### config.mk
export PLATFORM = sky130hd
export DESIGN_NAME = prefix_code_byte_decoder
export DESIGN_NICKNAME = d
export VERILOG_FILES = /design/src/pcbd_pkg.sv /design/src/pcbd_front.sv /design/src/pcbd_back.sv /design/src/prefix_code_byte_decoder.sv
export SDC_FILE = /design/constraint.sdc
export NUM_CORES = 1
export LEC_CHECK = 0
export BUFFER_PORTS_ARGS = -buffer_cell sky130_fd_sc_hd__clkbuf_2
export CAP_MARGIN = 20
export CELL_PAD_IN_SITES_DETAIL_PLACEMENT = 1
export CELL_PAD_IN_SITES_GLOBAL_PLACEMENT = 1
export CORE_MARGIN = 8
export CORE_UTILIZATION = 50
export CTS_CLUSTER_DIAMETER = 200
export DETAILED_ROUTE_END_ITERATION = 12
export PLACE_DENSITY_LB_ADDON = 0.1
export SYNTH_ARGS = -nofsm -noshare
export SYNTH_HDL_FRONTEND = slang
export SYNTH_SLANG_ARGS = --single-unit
### constraint.sdc
create_clock -name i_clk -period 5 [get_ports i_clk]
set_input_delay 0.5 -clock i_clk [delete_from_list [all_inputs] [get_ports i_clk]]
set_output_delay 0.5 -clock i_clk [all_outputs]
set_load 0.05 [all_outputs]
### src/pcbd_pkg.sv
`default_nettype none

package pcbd_pkg;

    // Symbol codes
    localparam logic [1:0] SYM_A = 2'd0;
    localparam logic [1:0] SYM_B = 2'd1;
    localparam logic [1:0] SYM_C = 2'd2;
    localparam logic [1:0] SYM_D = 2'd3;

    // Bit window: three carried bits plus one byte
    localparam int unsigned BYTE_W  = 8;
    localparam int unsigned CARRY_W = 3;
    localparam int unsigned WIN_W   = BYTE_W + CARRY_W;
    localparam int unsigned CNT_W   = 4;

    // One queued byte
    typedef struct packed {
        logic [BYTE_W-1:0] packed_byte;
        logic              message_end;
    } t_item;

    // Outcome of one decode step
    typedef enum logic [1:0] {
        STEP_EMIT,
        STEP_DROP,
        STEP_STOP
    } t_step;

endpackage

`default_nettype wire

### src/pcbd_front.sv
`default_nettype none

module pcbd_front import pcbd_pkg::*; #(
    parameter int unsigned DEPTH = 4
) (
    input  wire logic              i_clk,
    input  wire logic              i_rst_n,
    input  wire logic              i_valid,
    output logic                   o_stall,
    input  wire logic [BYTE_W-1:0] i_packed_byte,
    input  wire logic              i_message_end,
    output t_item                  o_item,
    output logic                   o_item_vld,
    input  wire logic              i_pop
);

    localparam int unsigned PTR_W  = (DEPTH > 1) ? $clog2(DEPTH) : 1;
    localparam int unsigned FILL_W = $clog2(DEPTH + 1);

    t_item             r_mem [DEPTH];
    logic [PTR_W-1:0]  r_wr_ptr;
    logic [PTR_W-1:0]  r_rd_ptr;
    logic [FILL_W-1:0] r_count;
    logic              push;
    logic              pop;

    assign o_stall    = (r_count == FILL_W'(DEPTH));
    assign o_item_vld = (r_count != '0);
    assign push       = i_valid && !o_stall;
    assign pop        = i_pop && o_item_vld;
    assign o_item     = r_mem[r_rd_ptr];

    // Store accepted bytes
    always_ff @(posedge i_clk) begin
        if (push) begin
            r_mem[r_wr_ptr] <= '{packed_byte: i_packed_byte, message_end: i_message_end};
        end
    end

    // Advance pointers and fill count
    always_ff @(posedge i_clk) begin
        if (!i_rst_n) begin
            r_wr_ptr <= '0;
            r_rd_ptr <= '0;
            r_count  <= '0;
        end else begin
            if (push) begin
                r_wr_ptr <= (r_wr_ptr == PTR_W'(DEPTH - 1)) ? '0 : r_wr_ptr + 1'b1;
            end
            if (pop) begin
                r_rd_ptr <= (r_rd_ptr == PTR_W'(DEPTH - 1)) ? '0 : r_rd_ptr + 1'b1;
            end
            case ({push, pop})
                2'b10:   r_count <= r_count + 1'b1;
                2'b01:   r_count <= r_count - 1'b1;
                default: r_count <= r_count;
            endcase
        end
    end

endmodule

`default_nettype wire

### src/pcbd_back.sv
`default_nettype none

module pcbd_back import pcbd_pkg::*; (
    input  wire logic       i_clk,
    input  wire logic       i_rst_n,
    input  t_item           i_item,
    input  wire logic       i_item_vld,
    output logic            o_pop,
    output logic            o_valid,
    input  wire logic       i_stall,
    output logic [1:0]      o_symbol,
    output logic            o_last_of_byte
);

    // Bit window, left aligned; bits below the count are zero
    logic [WIN_W-1:0] r_q;
    logic [CNT_W-1:0] r_n;
    logic             r_busy;
    logic             r_end;
    logic             r_hold_vld;
    logic [1:0]       r_hold_sym;
    logic             r_out_vld;
    logic [1:0]       r_out_sym;
    logic             r_out_last;

    logic [WIN_W-1:0] n_q;
    logic [CNT_W-1:0] n_n;
    logic             n_busy;
    logic             n_end;
    logic             n_hold_vld;
    logic [1:0]       n_hold_sym;
    logic             n_out_vld;
    logic [1:0]       n_out_sym;
    logic             n_out_last;

    t_step            step;
    logic [2:0]       take;
    logic [1:0]       sym;
    logic [3:0]       head;
    logic             out_free;
    logic [WIN_W-1:0] pend_q;
    logic [CNT_W-1:0] pend_n;
    logic [WIN_W-1:0] load_q;
    logic [CNT_W-1:0] load_n;

    assign head     = r_q[WIN_W-1 -: 4];
    assign out_free = !r_out_vld || !i_stall;

    // Classify the head of the window
    always_comb begin
        step = STEP_STOP;
        take = 3'd0;
        sym  = SYM_A;
        if (r_n < CNT_W'(2)) begin
            step = STEP_STOP;
        end else begin
            unique case (head[3:2])
                2'b10: begin
                    step = STEP_EMIT; take = 3'd2; sym = SYM_A;
                end
                2'b01: begin
                    step = STEP_EMIT; take = 3'd2; sym = SYM_B;
                end
                2'b00: begin
                    step = STEP_DROP; take = 3'd1;
                end
                default: begin
                    if (r_n == CNT_W'(2)) begin
                        step = STEP_STOP;
                    end else if (!head[1]) begin
                        step = STEP_EMIT; take = 3'd3; sym = SYM_C;
                    end else if (r_n == CNT_W'(3)) begin
                        step = STEP_STOP;
                    end else if (head[0]) begin
                        step = STEP_EMIT; take = 3'd4; sym = SYM_D;
                    end else begin
                        step = STEP_DROP; take = 3'd1;
                    end
                end
            endcase
        end
    end

    // Carried bits and the window for the next byte
    always_comb begin
        if (r_busy && r_end) begin
            pend_q = '0;
            pend_n = '0;
        end else begin
            pend_q = r_q;
            pend_n = r_n;
        end
        load_q = pend_q | ({i_item.packed_byte, {CARRY_W{1'b0}}} >> pend_n[1:0]);
        load_n = {2'b00, pend_n[1:0]} + CNT_W'(BYTE_W);
    end

    // Sequence one decode step per cycle while the output is not stalled
    always_comb begin
        n_q        = r_q;
        n_n        = r_n;
        n_busy     = r_busy;
        n_end      = r_end;
        n_hold_vld = r_hold_vld;
        n_hold_sym = r_hold_sym;
        n_out_vld  = r_out_vld;
        n_out_sym  = r_out_sym;
        n_out_last = r_out_last;
        o_pop      = 1'b0;
        if (out_free) begin
            n_out_vld  = 1'b0;
            n_out_sym  = r_hold_sym;
            n_out_last = 1'b0;
            if (r_busy && step != STEP_STOP) begin
                n_q = r_q << take;
                n_n = r_n - CNT_W'(take);
                if (step == STEP_EMIT) begin
                    n_out_vld  = r_hold_vld;
                    n_hold_vld = 1'b1;
                    n_hold_sym = sym;
                end
            end else begin
                if (r_busy) begin
                    n_out_vld  = r_hold_vld;
                    n_out_last = 1'b1;
                    n_hold_vld = 1'b0;
                end
                if (i_item_vld) begin
                    o_pop  = 1'b1;
                    n_q    = load_q;
                    n_n    = load_n;
                    n_busy = 1'b1;
                    n_end  = i_item.message_end;
                end else begin
                    n_q    = pend_q;
                    n_n    = pend_n;
                    n_busy = 1'b0;
                end
            end
        end
    end

    // Control and carried state
    always_ff @(posedge i_clk) begin
        if (!i_rst_n) begin
            r_q        <= '0;
            r_n        <= '0;
            r_busy     <= 1'b0;
            r_end      <= 1'b0;
            r_hold_vld <= 1'b0;
            r_out_vld  <= 1'b0;
        end else begin
            r_q        <= n_q;
            r_n        <= n_n;
            r_busy     <= n_busy;
            r_end      <= n_end;
            r_hold_vld <= n_hold_vld;
            r_out_vld  <= n_out_vld;
        end
    end

    // Symbol payload
    always_ff @(posedge i_clk) begin
        r_hold_sym <= n_hold_sym;
        r_out_sym  <= n_out_sym;
        r_out_last <= n_out_last;
    end

    assign o_valid        = r_out_vld;
    assign o_symbol       = r_out_sym;
    assign o_last_of_byte = r_out_last;

endmodule

`default_nettype wire

### src/prefix_code_byte_decoder.sv
`default_nettype none

// Channel   Direction  Handshake          Payload
// input     in         i_valid / o_stall  i_packed_byte[7:0], i_message_end
// output    out        o_valid / i_stall  o_symbol[1:0], o_last_of_byte
//
// The decoder retires one decode step per cycle unless its output stalls: a
// symbol, a dropped bit, or the end of a byte, where the next queued byte is
// loaded in the same cycle.
// Bytes enter a QUEUE_DEPTH-entry queue and are taken while results drain.
// A symbol is held one step so the last one of a byte can be flagged.
// Reset is synchronous; it clears the queue, the carried bits and the output.

module prefix_code_byte_decoder import pcbd_pkg::*; #(
    parameter int unsigned QUEUE_DEPTH = 4
) (
    input  wire logic              i_clk,
    input  wire logic              i_rst_n,
    input  wire logic              i_valid,
    output logic                   o_stall,
    input  wire logic [BYTE_W-1:0] i_packed_byte,
    input  wire logic              i_message_end,
    output logic                   o_valid,
    input  wire logic              i_stall,
    output logic [1:0]             o_symbol,
    output logic                   o_last_of_byte
);

    t_item item;
    logic  item_vld;
    logic  pop;

    // Accept and queue bytes
    pcbd_front #(
        .DEPTH (QUEUE_DEPTH)
    ) u_front (
        .i_clk         (i_clk),
        .i_rst_n       (i_rst_n),
        .i_valid       (i_valid),
        .o_stall       (o_stall),
        .i_packed_byte (i_packed_byte),
        .i_message_end (i_message_end),
        .o_item        (item),
        .o_item_vld    (item_vld),
        .i_pop         (pop)
    );

    // Decode queued bytes into symbols
    pcbd_back u_back (
        .i_clk          (i_clk),
        .i_rst_n        (i_rst_n),
        .i_item         (item),
        .i_item_vld     (item_vld),
        .o_pop          (pop),
        .o_valid        (o_valid),
        .i_stall        (i_stall),
        .o_symbol       (o_symbol),
        .o_last_of_byte (o_last_of_byte)
    );

endmodule

`default_nettype wire

==> qor.log, run 1 <==
[cells_and_area] multi-input gate area in the final layout 1790 um2
[sta] final worst path period need 3040 ps
[critical_path] data arrival time of the worst path 3280 ps
[global_route] wire length of the first global-routing pass 15200 um
[critical_path] startpoint class of the critical path flop
[min_path] critical hold path startpoint i_packed_byte[0]
[die] IO Count 18
[drt] total iterations of the first detailed-routing run 4
[die] Die Span Y 103 um
[critical_path] maximum fanout count along the critical path 17
[drt] wire length after detailed routing 9280 um
[global_route] GR Util All Layers 0.190
[clock_network] Root Buffer sky130_fd_sc_hd__clkbuf_8
[cells_and_area] Final nets 383
[clock_network] deepest clock path buffer count 2
[status] outcome finished, final reports clean
[yosys] count of mapped cells out of synthesis 344
[sta] Max Slew Vio Count 0
[sta] clock tree skew after final layout 9.99 ps
[placement] total placed instance area 3870 um2
[yosys] number of synthesized flops with an enable pin 41
[die] total core area 7250 um2
[sta] post-route setup TNS 0 ps
[placement] number of I/O port buffers 17
[cells_and_area] layout cell share with drive strength beyond 1 0.147
[global_route] largest net degree at the start of global routing 28
[clock_network] number of hold-repair buffers added at the cts stage 0
[critical_path] crit-path most repeated cell sky130_fd_sc_hd__inv_1
[global_route] antenna violations before repair 0
[cells_and_area] Filler cells 802
[flow_run] number of maximum-capacitance violations 0
[min_path] class of the worst hold path in -> reg
[drt] Post-DRT Antenna Nets 0
[die] initial core utilization 0.518
[drt] remaining design rule violation count 0
[sta] RSZ-0062 raised after global routing no
[min_path] capture endpoint of the worst hold path u_front.r_mem[0][1]
[clock_network] clock insertion delay at the later pin of the skew report 340 ps
[clock_network] number of clock sinks seen by CTS 69
[critical_path] depth of the worst register-to-register path 9
[placement] gpl congestion 0.839
[cells_and_area] sequential cell area 1790 um2
[global_route] vias in the first global route 3023
[critical_path] Reg-to-Reg Start u_back.r_n[1]
[cells_and_area] final design instance area without fill 4080 um2
[drt] initial drt markers 164
[sta] actual slew at the worst max-slew pin 854 ps
[critical_path] cell chain of the critical path nor4b_1 -> o2bb2ai_1 -> nand2_1 -> inv_1 -> ha_1 -> inv_1 -> fa_1 -> a32oi_1 -> nor2b_1
[yosys] count of yosys warnings during synthesis 0
[clock_network] CTS tree yes
[power_and_ir_drop] Static Leak 0.00148 uW
[yosys] combined area of all synthesized cells 3760 um2
[yosys] Seq/Total Area, Yosys 0.477
[cells_and_area] n_diodes 0
[critical_path] slowest stage cell, crit path sky130_fd_sc_hd__dfxtp_1
[sta] Final period util 0.608
[placement] half-perimeter wire length of the detailed placement result 6780 um
[sta] worst max-slew margin expressed relative to the limit 0.428
[cells_and_area] signed area change from the synthesized netlist to the final layout 8.42%
[yosys] post-synthesis register bit count 69
[sta] maximum clock frequency 329 MHz
[yosys] synth unique cells 66
[yosys] most frequently used flop master after synthesis sky130_fd_sc_hd__edfxtp_1
[clock_network] clock transition at the registers of the reported paths 80 ps
[yosys] post-synthesis async set-or-reset flop share 0
[sta] crit path setup slack, layout 1960 ps
[power_and_ir_drop] pwr dens 488 nW/um2
[critical_path] delay of the slowest cell on the worst path 720 ps
[drt] detailed-route vias per instance 6.15
[yosys] Mean Syn Cell Area 10.9 um2
[critical_path] Setup Crit Path Kind reg -> reg
[critical_path] crit-path leading delay family simple AND/OR/NAND/NOR gates
[critical_path] WP buf/inv 2
[placement] Setup WS pre-CTS 2070 ps
[sta] Fin. Hold Viols 0
[min_path] cell count of the worst hold path 1
[drt] average wire per standard cell 20.2 um
[power_and_ir_drop] VDD IR max 0.264 mV
[critical_path] critical register-to-register path endpoint u_back.r_n[1]
[yosys] post-synthesis net count 371
[clock_network] clock buffer count from CTS 9
[clock_network] Setup Buffers After CTS 0
[die] die area 10600 um2
[die] floorplan row count 31
[drt] total number of vias 2829
[critical_path] kind of end point of the critical path flop
[critical_path] required arrival time at the worst endpoint 5240 ps
[global_route] final global-route overflow total 0
[clock_network] quantity of gates resized following cts 0
[clock_network] number of H-tree branching levels 3
[critical_path] FF-to-FF setup slack 1960 ps
[sta] Final Setup Violations 0
[die] horizontal extent of the die 103 um
worst register-to-register path, stage by stage, from the launching register on:
cell and delay [ps]:
sky130_fd_sc_hd__dfxtp_1 720, sky130_fd_sc_hd__nor4b_1 510, sky130_fd_sc_hd__o2bb2ai_1 200, sky130_fd_sc_hd__nand2_1 450, sky130_fd_sc_hd__inv_1 100, sky130_fd_sc_hd__ha_1 210
sky130_fd_sc_hd__inv_1 70, sky130_fd_sc_hd__fa_1 410, sky130_fd_sc_hd__a32oi_1 200, sky130_fd_sc_hd__nor2b_1 70
logic make-up (layout without fill, tap and decap cells):
| kind of cell | after synthesis | in the layout | share of synthesized area |
|---|---|---|---|
| XOR/XNOR | 3 | 3 | 0.00699 |
| buffers and inverters | 35 | 52 | 0.0473 |
| AND/OR/NAND/NOR | 95 | 95 | 0.128 |
| multiplexers | 23 | 23 | 0.100 |
| flip-flops | 69 | 69 | 0.477 |
| adder cells (fa/ha/maj) | 14 | 14 | 0.0506 |
| AO/OA/AOI/OAI | 105 | 105 | 0.190 |
cells in the final DEF, fill, tap and decap left out, types with 3 or more instances in the layout:
master,n
sky130_fd_sc_hd__edfxtp_1,41
sky130_fd_sc_hd__nand2_1,30
sky130_fd_sc_hd__dfxtp_1,28
sky130_fd_sc_hd__o21ai_0,26
sky130_fd_sc_hd__a21oi_1,20
sky130_fd_sc_hd__inv_1,17
sky130_fd_sc_hd__clkbuf_2,17
sky130_fd_sc_hd__nor2_1,14
sky130_fd_sc_hd__nand3_1,13
sky130_fd_sc_hd__ha_1,12
sky130_fd_sc_hd__mux2i_1,10
sky130_fd_sc_hd__nor2b_1,9
sky130_fd_sc_hd__and2_1,9
sky130_fd_sc_hd__mux4_2,9
sky130_fd_sc_hd__clkbuf_8,9
sky130_fd_sc_hd__a21boi_0,8
sky130_fd_sc_hd__o21a_1,6
sky130_fd_sc_hd__a32oi_1,6
sky130_fd_sc_hd__a31oi_1,6
sky130_fd_sc_hd__nor3_1,3
sky130_fd_sc_hd__and3_1,3
sky130_fd_sc_hd__or3_1,3
sky130_fd_sc_hd__a211oi_1,3
sky130_fd_sc_hd__a211o_1,3
how the worst max path moves through the flow:
stage	from	end	slack, ps	cells past startpoint
2_1_floorplan	u_back.r_q[9]	u_front.r_count[2]	2280	14
3_3_place_gp	i_stall	u_front.r_count[2]	2190	11
3_5_place_dp	u_back.r_n[1]	u_back.r_n[1]	2070	9
4_1_cts	u_back.r_n[1]	u_back.r_n[1]	2040	9
5_1_grt	u_back.r_n[1]	u_back.r_n[1]	1700	9
6_report	u_back.r_n[1]	u_back.r_n[1]	1960	9
per-layer routing:
layer / share of wire / global-route usage
met1: 0.43 / 0.220
met2: 0.50 / 0.327
met3: 0.046 / 0.0446
met4: 0.020 / 0.0813
met5: 0 / 0
area by class of cell:
cell class                      count  share of cell area
Clock buffer                       12              0.0436
Inverter                           18              0.0178
Timing Repair Buffer               18              0.0227
Tap cell                           99              0.0304
Sequential cell                    69               0.440
Clock inverter                      4             0.00675
Multi-Input combinational cell    240               0.439
sequential cells by signal (all words and copies together) (netlist names), named ones only:
name	cells
u_back.o_last_of_byte	1
u_back.o_symbol	2
u_back.o_valid	1
u_back.r_busy	1
u_back.r_end	1
u_back.r_hold_sym	2
u_back.r_hold_vld	1
u_back.r_n	4
u_back.r_q	11
u_front.r_count	3
u_front.r_mem	36
u_front.r_rd_ptr	2
u_front.r_wr_ptr	2
Yosys cell counts, types with 2 or more instances:
cell                       count  area (um2)
sky130_fd_sc_hd__nor4_1        2        12.5
sky130_fd_sc_hd__o21ai_0      26         130
sky130_fd_sc_hd__edfxtp_1     41        1230
sky130_fd_sc_hd__a32oi_1       6        52.6
sky130_fd_sc_hd__a211oi_1      3        22.5
sky130_fd_sc_hd__xor2_1        2        17.5
sky130_fd_sc_hd__and2_1        9        56.3
sky130_fd_sc_hd__nor2b_1       9        56.3
sky130_fd_sc_hd__nor2_1       14        52.6
sky130_fd_sc_hd__mux2i_1      10         100
sky130_fd_sc_hd__fa_1          2        40.0
sky130_fd_sc_hd__dfxtp_1      28         561
sky130_fd_sc_hd__nor3_1        3        15.0
sky130_fd_sc_hd__a31oi_1       6        37.5
sky130_fd_sc_hd__mux4_2        9         203
sky130_fd_sc_hd__inv_1        17        63.8
sky130_fd_sc_hd__clkbuf_1      8        30.0
sky130_fd_sc_hd__buf_2         4        20.0
sky130_fd_sc_hd__or3_1         3        18.8
sky130_fd_sc_hd__and3_1        3        18.8
sky130_fd_sc_hd__a211o_1       3        26.3
sky130_fd_sc_hd__buf_6         2        22.5
sky130_fd_sc_hd__o21a_1        6        45.0
sky130_fd_sc_hd__o31ai_1       2        15.0
sky130_fd_sc_hd__a22oi_1       2        15.0
sky130_fd_sc_hd__nand2_1      30         113
sky130_fd_sc_hd__o31a_1        2        17.5
sky130_fd_sc_hd__o22ai_1       2        12.5
sky130_fd_sc_hd__mux2_2        2        22.5
sky130_fd_sc_hd__a21oi_1      20         100
sky130_fd_sc_hd__a21oi_2       2        17.5
sky130_fd_sc_hd__a21boi_0      8        60.1
sky130_fd_sc_hd__mux4_1        2        52.6
sky130_fd_sc_hd__ha_1         12         150
sky130_fd_sc_hd__nand3_1      13        65.1
power breakdown:
part | switching [uW] | internal, uW
sequential | 126 | 701
clock | 220 | 242
combinational | 411 | 288
metrics by stage:
| stage | util | std cells | power, uW | hold WS (ps) |
|---|---|---|---|---|
| 2_1_floorplan | - | 344 | 1340 | 400 |
| 3_3_place_gp | 0.534 | 444 | 1500 | 401 |
| 3_5_place_dp | 0.534 | 444 | 1530 | 406 |
| 4_1_cts | 0.562 | 460 | 2000 | 357 |
| 5_1_grt | 0.562 | 460 | 2110 | 357 |
| 6_report | 0.562 | 460 | 1990 | 372 |
No activity file was read; power rests on OpenSTA's default activity.
==> run 2: changes to the inputs <==
--- a/config.mk
+++ b/config.mk
@@ -10,7 +10,7 @@
 export CELL_PAD_IN_SITES_DETAIL_PLACEMENT = 1
 export CELL_PAD_IN_SITES_GLOBAL_PLACEMENT = 1
 export CORE_MARGIN = 8
-export CORE_UTILIZATION = 50
+export CORE_UTILIZATION = 49
 export CTS_CLUSTER_DIAMETER = 200
 export DETAILED_ROUTE_END_ITERATION = 12
 export PLACE_DENSITY_LB_ADDON = 0.1
==> constraint.sdc (replaced) <==
create_clock -name i_clk -period 3.1 [get_ports i_clk]
set_input_delay 0.31 -clock i_clk [delete_from_list [all_inputs] [get_ports i_clk]]
set_output_delay 0.31 -clock i_clk [all_outputs]
set_load 0.05 [all_outputs]
==> qor.log, run 2 (synthesized netlist as in run 1, its figures left out) <==
[status] outcome finished, final reports clean [unchanged]
[sta] Final Setup Violations 0 [unchanged]
[drt] detailed-route vias per instance 5.99 [was 6.15]
[power_and_ir_drop] switching share of power 0.394 [was 0.381]
[global_route] largest net degree at the start of global routing 28 [unchanged]
[drt] total number of vias 2822 [was 2829]
[cells_and_area] layout cell share with drive strength beyond 1 0.171 [was 0.147]
[cells_and_area] largest registers u_front.r_mem (36), u_back.r_q (11), u_back.r_n (4) [unchanged]
[sta] clock tree skew after final layout 12.6 ps [was 9.99 ps]
[power_and_ir_drop] pwr dens 767 nW/um2 [was 488 nW/um2]
[power_and_ir_drop] register share of total power 0.407 [was 0.416]
[drt] initial drt markers 169 [was 164]
[critical_path] startpoint class of the critical path flop [unchanged]
[die] horizontal extent of the die 104 um [was 103 um]
[critical_path] maximum fanout count along the critical path 9 [was 17]
[critical_path] data arrival time of the worst path 3070 ps [was 3280 ps]
[global_route] antenna violations before repair 0 [unchanged]
[global_route] final global-route overflow total 0 [unchanged]
[clock_network] CTS tree yes [unchanged]
[flow_run] number of maximum-capacitance violations 0 [unchanged]
[placement] number of I/O port buffers 17 [unchanged]
[clock_network] Root Buffer sky130_fd_sc_hd__clkbuf_8 [unchanged]
[sta] final worst path period need 2790 ps [was 3040 ps]
[power_and_ir_drop] Int Power 1910 uW [was 1230 uW]
[critical_path] kind of end point of the critical path flop [unchanged]
[power_and_ir_drop] Net Switching 1240 uW [was 757 uW]
[cells_and_area] leading cell type in the layout, fill and taps excluded sky130_fd_sc_hd__edfxtp_1 [unchanged]
[min_path] critical hold path startpoint i_packed_byte[1] [was i_packed_byte[0]]
[power_and_ir_drop] part of the power in combinational logic 0.380 [was 0.352]
[sta] post-route setup TNS 0 ps [unchanged]
[cells_and_area] Final nets 391 [was 383]
[power_and_ir_drop] Static Leak 0.00149 uW [was 0.00148 uW]
[clock_network] clock buffer count from CTS 9 [unchanged]
[global_route] wire length of the first global-routing pass 15700 um [was 15200 um]
[cells_and_area] count of non-filler cells in the finished layout 471 [was 460]
[die] Die Span Y 104 um [was 103 um]
[critical_path] required arrival time at the worst endpoint 3370 ps [was 5240 ps]
[global_route] GR Util All Layers 0.181 [was 0.190]
[die] IO Count 18 [unchanged]
[critical_path] Setup Crit Path Kind reg -> reg [unchanged]
[cells_and_area] n_diodes 0 [unchanged]
[min_path] class of the worst hold path in -> reg [unchanged]
[sta] Fin. Hold Viols 0 [unchanged]
[clock_network] deepest clock path buffer count 2 [unchanged]
[drt] remaining design rule violation count 0 [unchanged]
[die] initial core utilization 0.497 [was 0.518]
[placement] Placed Cells 455 [was 444]
[sta] worst max-slew margin expressed relative to the limit 0.500 [was 0.428]
[clock_network] clock transition at the registers of the reported paths 80 ps [about the same]
[critical_path] critical path launch point u_back.r_q[9] [was u_back.r_n[1]]
[critical_path] Reg-to-Reg Start u_back.r_q[9] [was u_back.r_n[1]]
[drt] Post-DRT Antenna Nets 0 [unchanged]
[sta] RSZ-0062 raised after global routing no [unchanged]
[sta] actual slew at the worst max-slew pin 732 ps [was 854 ps]
[clock_network] number of H-tree branching levels 3 [unchanged]
[sta] Final period util 0.900 [was 0.608]
[clock_network] clock insertion delay at the later pin of the skew report 350 ps [was 340 ps]
[cells_and_area] highest-count cells in the layout ignoring fill and taps sky130_fd_sc_hd__edfxtp_1, sky130_fd_sc_hd__nand2_1, sky130_fd_sc_hd__dfxtp_1, sky130_fd_sc_hd__o21ai_0, sky130_fd_sc_hd__a21oi_1 [unchanged]
[cells_and_area] number of flip-flops in the largest register 36 [unchanged]
[drt] average wire per standard cell 19.9 um [was 20.2 um]
[die] floorplan row count 32 [was 31]
[die] total core area 7570 um2 [was 7250 um2]
[placement] gpl congestion 0.813 [was 0.839]
[sta] Max Slew Vio Count 0 [unchanged]
[power_and_ir_drop] VDD IR max 0.358 mV [was 0.264 mV]
[global_route] vias in the first global route 3002 [was 3023]
[clock_network] Setup Buffers After CTS 0 [unchanged]
[cells_and_area] signed area change from the synthesized netlist to the final layout 9.35% [was 8.42%]
[clock_network] number of clock sinks seen by CTS 69 [unchanged]
[placement] half-perimeter wire length of the detailed placement result 6880 um [was 6780 um]
[power_and_ir_drop] share of power burned in the clock network 0.212 [was 0.232]
[drt] total iterations of the first detailed-routing run 4 [unchanged]
[die] die area 10700 um2 [was 10600 um2]
[cells_and_area] register containing the most flip-flops in the final layout u_front.r_mem [unchanged]
[drt] wire length after detailed routing 9390 um [was 9280 um]
[sta] maximum clock frequency 358 MHz [was 329 MHz]
==> run 2: layer usage <==
layer | up-vias | wire [um] | GRT usage
li1 | 1345 | - | -
met1 | 1396 | 4080 | 0.216
met2 | 65 | 4750 | 0.308
met3 | 16 | 315 | 0.0378
met4 | 0 | 243 | 0.0756
met5 | - | 0 | 0
==> run 2: final timing paths <==
kind                         end  slack [ps]  cells after the start
min          u_front.r_mem[3][2]         180                      1
min reg2reg   u_back.o_symbol[1]         430                      0
max reg2reg   u_front.r_count[2]         310                     12
max           u_front.r_count[2]         310                     12
==> run 2: cell type report <==
class	instances	area, um2
Clock buffer	9	124
Clock inverter	7	50.0
Fill cell	831	3460
Inverter	18	72.6
Multi-Input combinational cell	240	1790
Sequential cell	69	1790
Tap cell	102	128
Timing Repair Buffer	26	153
==> run 2: power groups by stage <==
stage,Sequential [uW],Clock (uW),Combinational (uW)
floorplan,1260,0,898
global placement,1300,0,1150
detailed placement,1300,0,1180
CTS,1290,681,1190
global route,1310,719,1330
finish,1290,669,1200
==> run 2: critical path: stages (launching register included) <==
cell and delay, ps:
sky130_fd_sc_hd__dfxtp_1 400, sky130_fd_sc_hd__ha_2 300, sky130_fd_sc_hd__inv_1 110, sky130_fd_sc_hd__o21a_1 240, sky130_fd_sc_hd__o21ai_1 200, sky130_fd_sc_hd__nand2_1 170, sky130_fd_sc_hd__inv_1 90, sky130_fd_sc_hd__ha_1 170
sky130_fd_sc_hd__inv_1 60, sky130_fd_sc_hd__fa_1 370, sky130_fd_sc_hd__xor2_1 160, sky130_fd_sc_hd__or3_1 300, sky130_fd_sc_hd__a21boi_0 160
==> run 2: per-stage QoR <==
| stage | area, um2 | worst slack, ps | hold WS, ps | utilization | total power, uW |
|---|---|---|---|---|---|
| 6_report | 4110 | 309 | 180 | 0.543 | 3150 |
| 5_1_grt | 4110 | 34.3 | 165 | 0.543 | 3360 |
| 4_1_cts | 4110 | 121 | 168 | 0.543 | 3160 |
| 3_5_place_dp | 3940 | 158 | 410 | 0.520 | 2490 |
| 3_3_place_gp | 3940 | 312 | 402 | 0.520 | 2450 |
| 2_1_floorplan | 3760 | 384 | 400 | - | 2150 |
==> run 2: what timing repair did <==
item                       4_1_cts  5_1_grt
hold buffers                     0        0
setup endpoints to repair        0        1
hold endpoints to repair         0        0
resized for setup                0        2
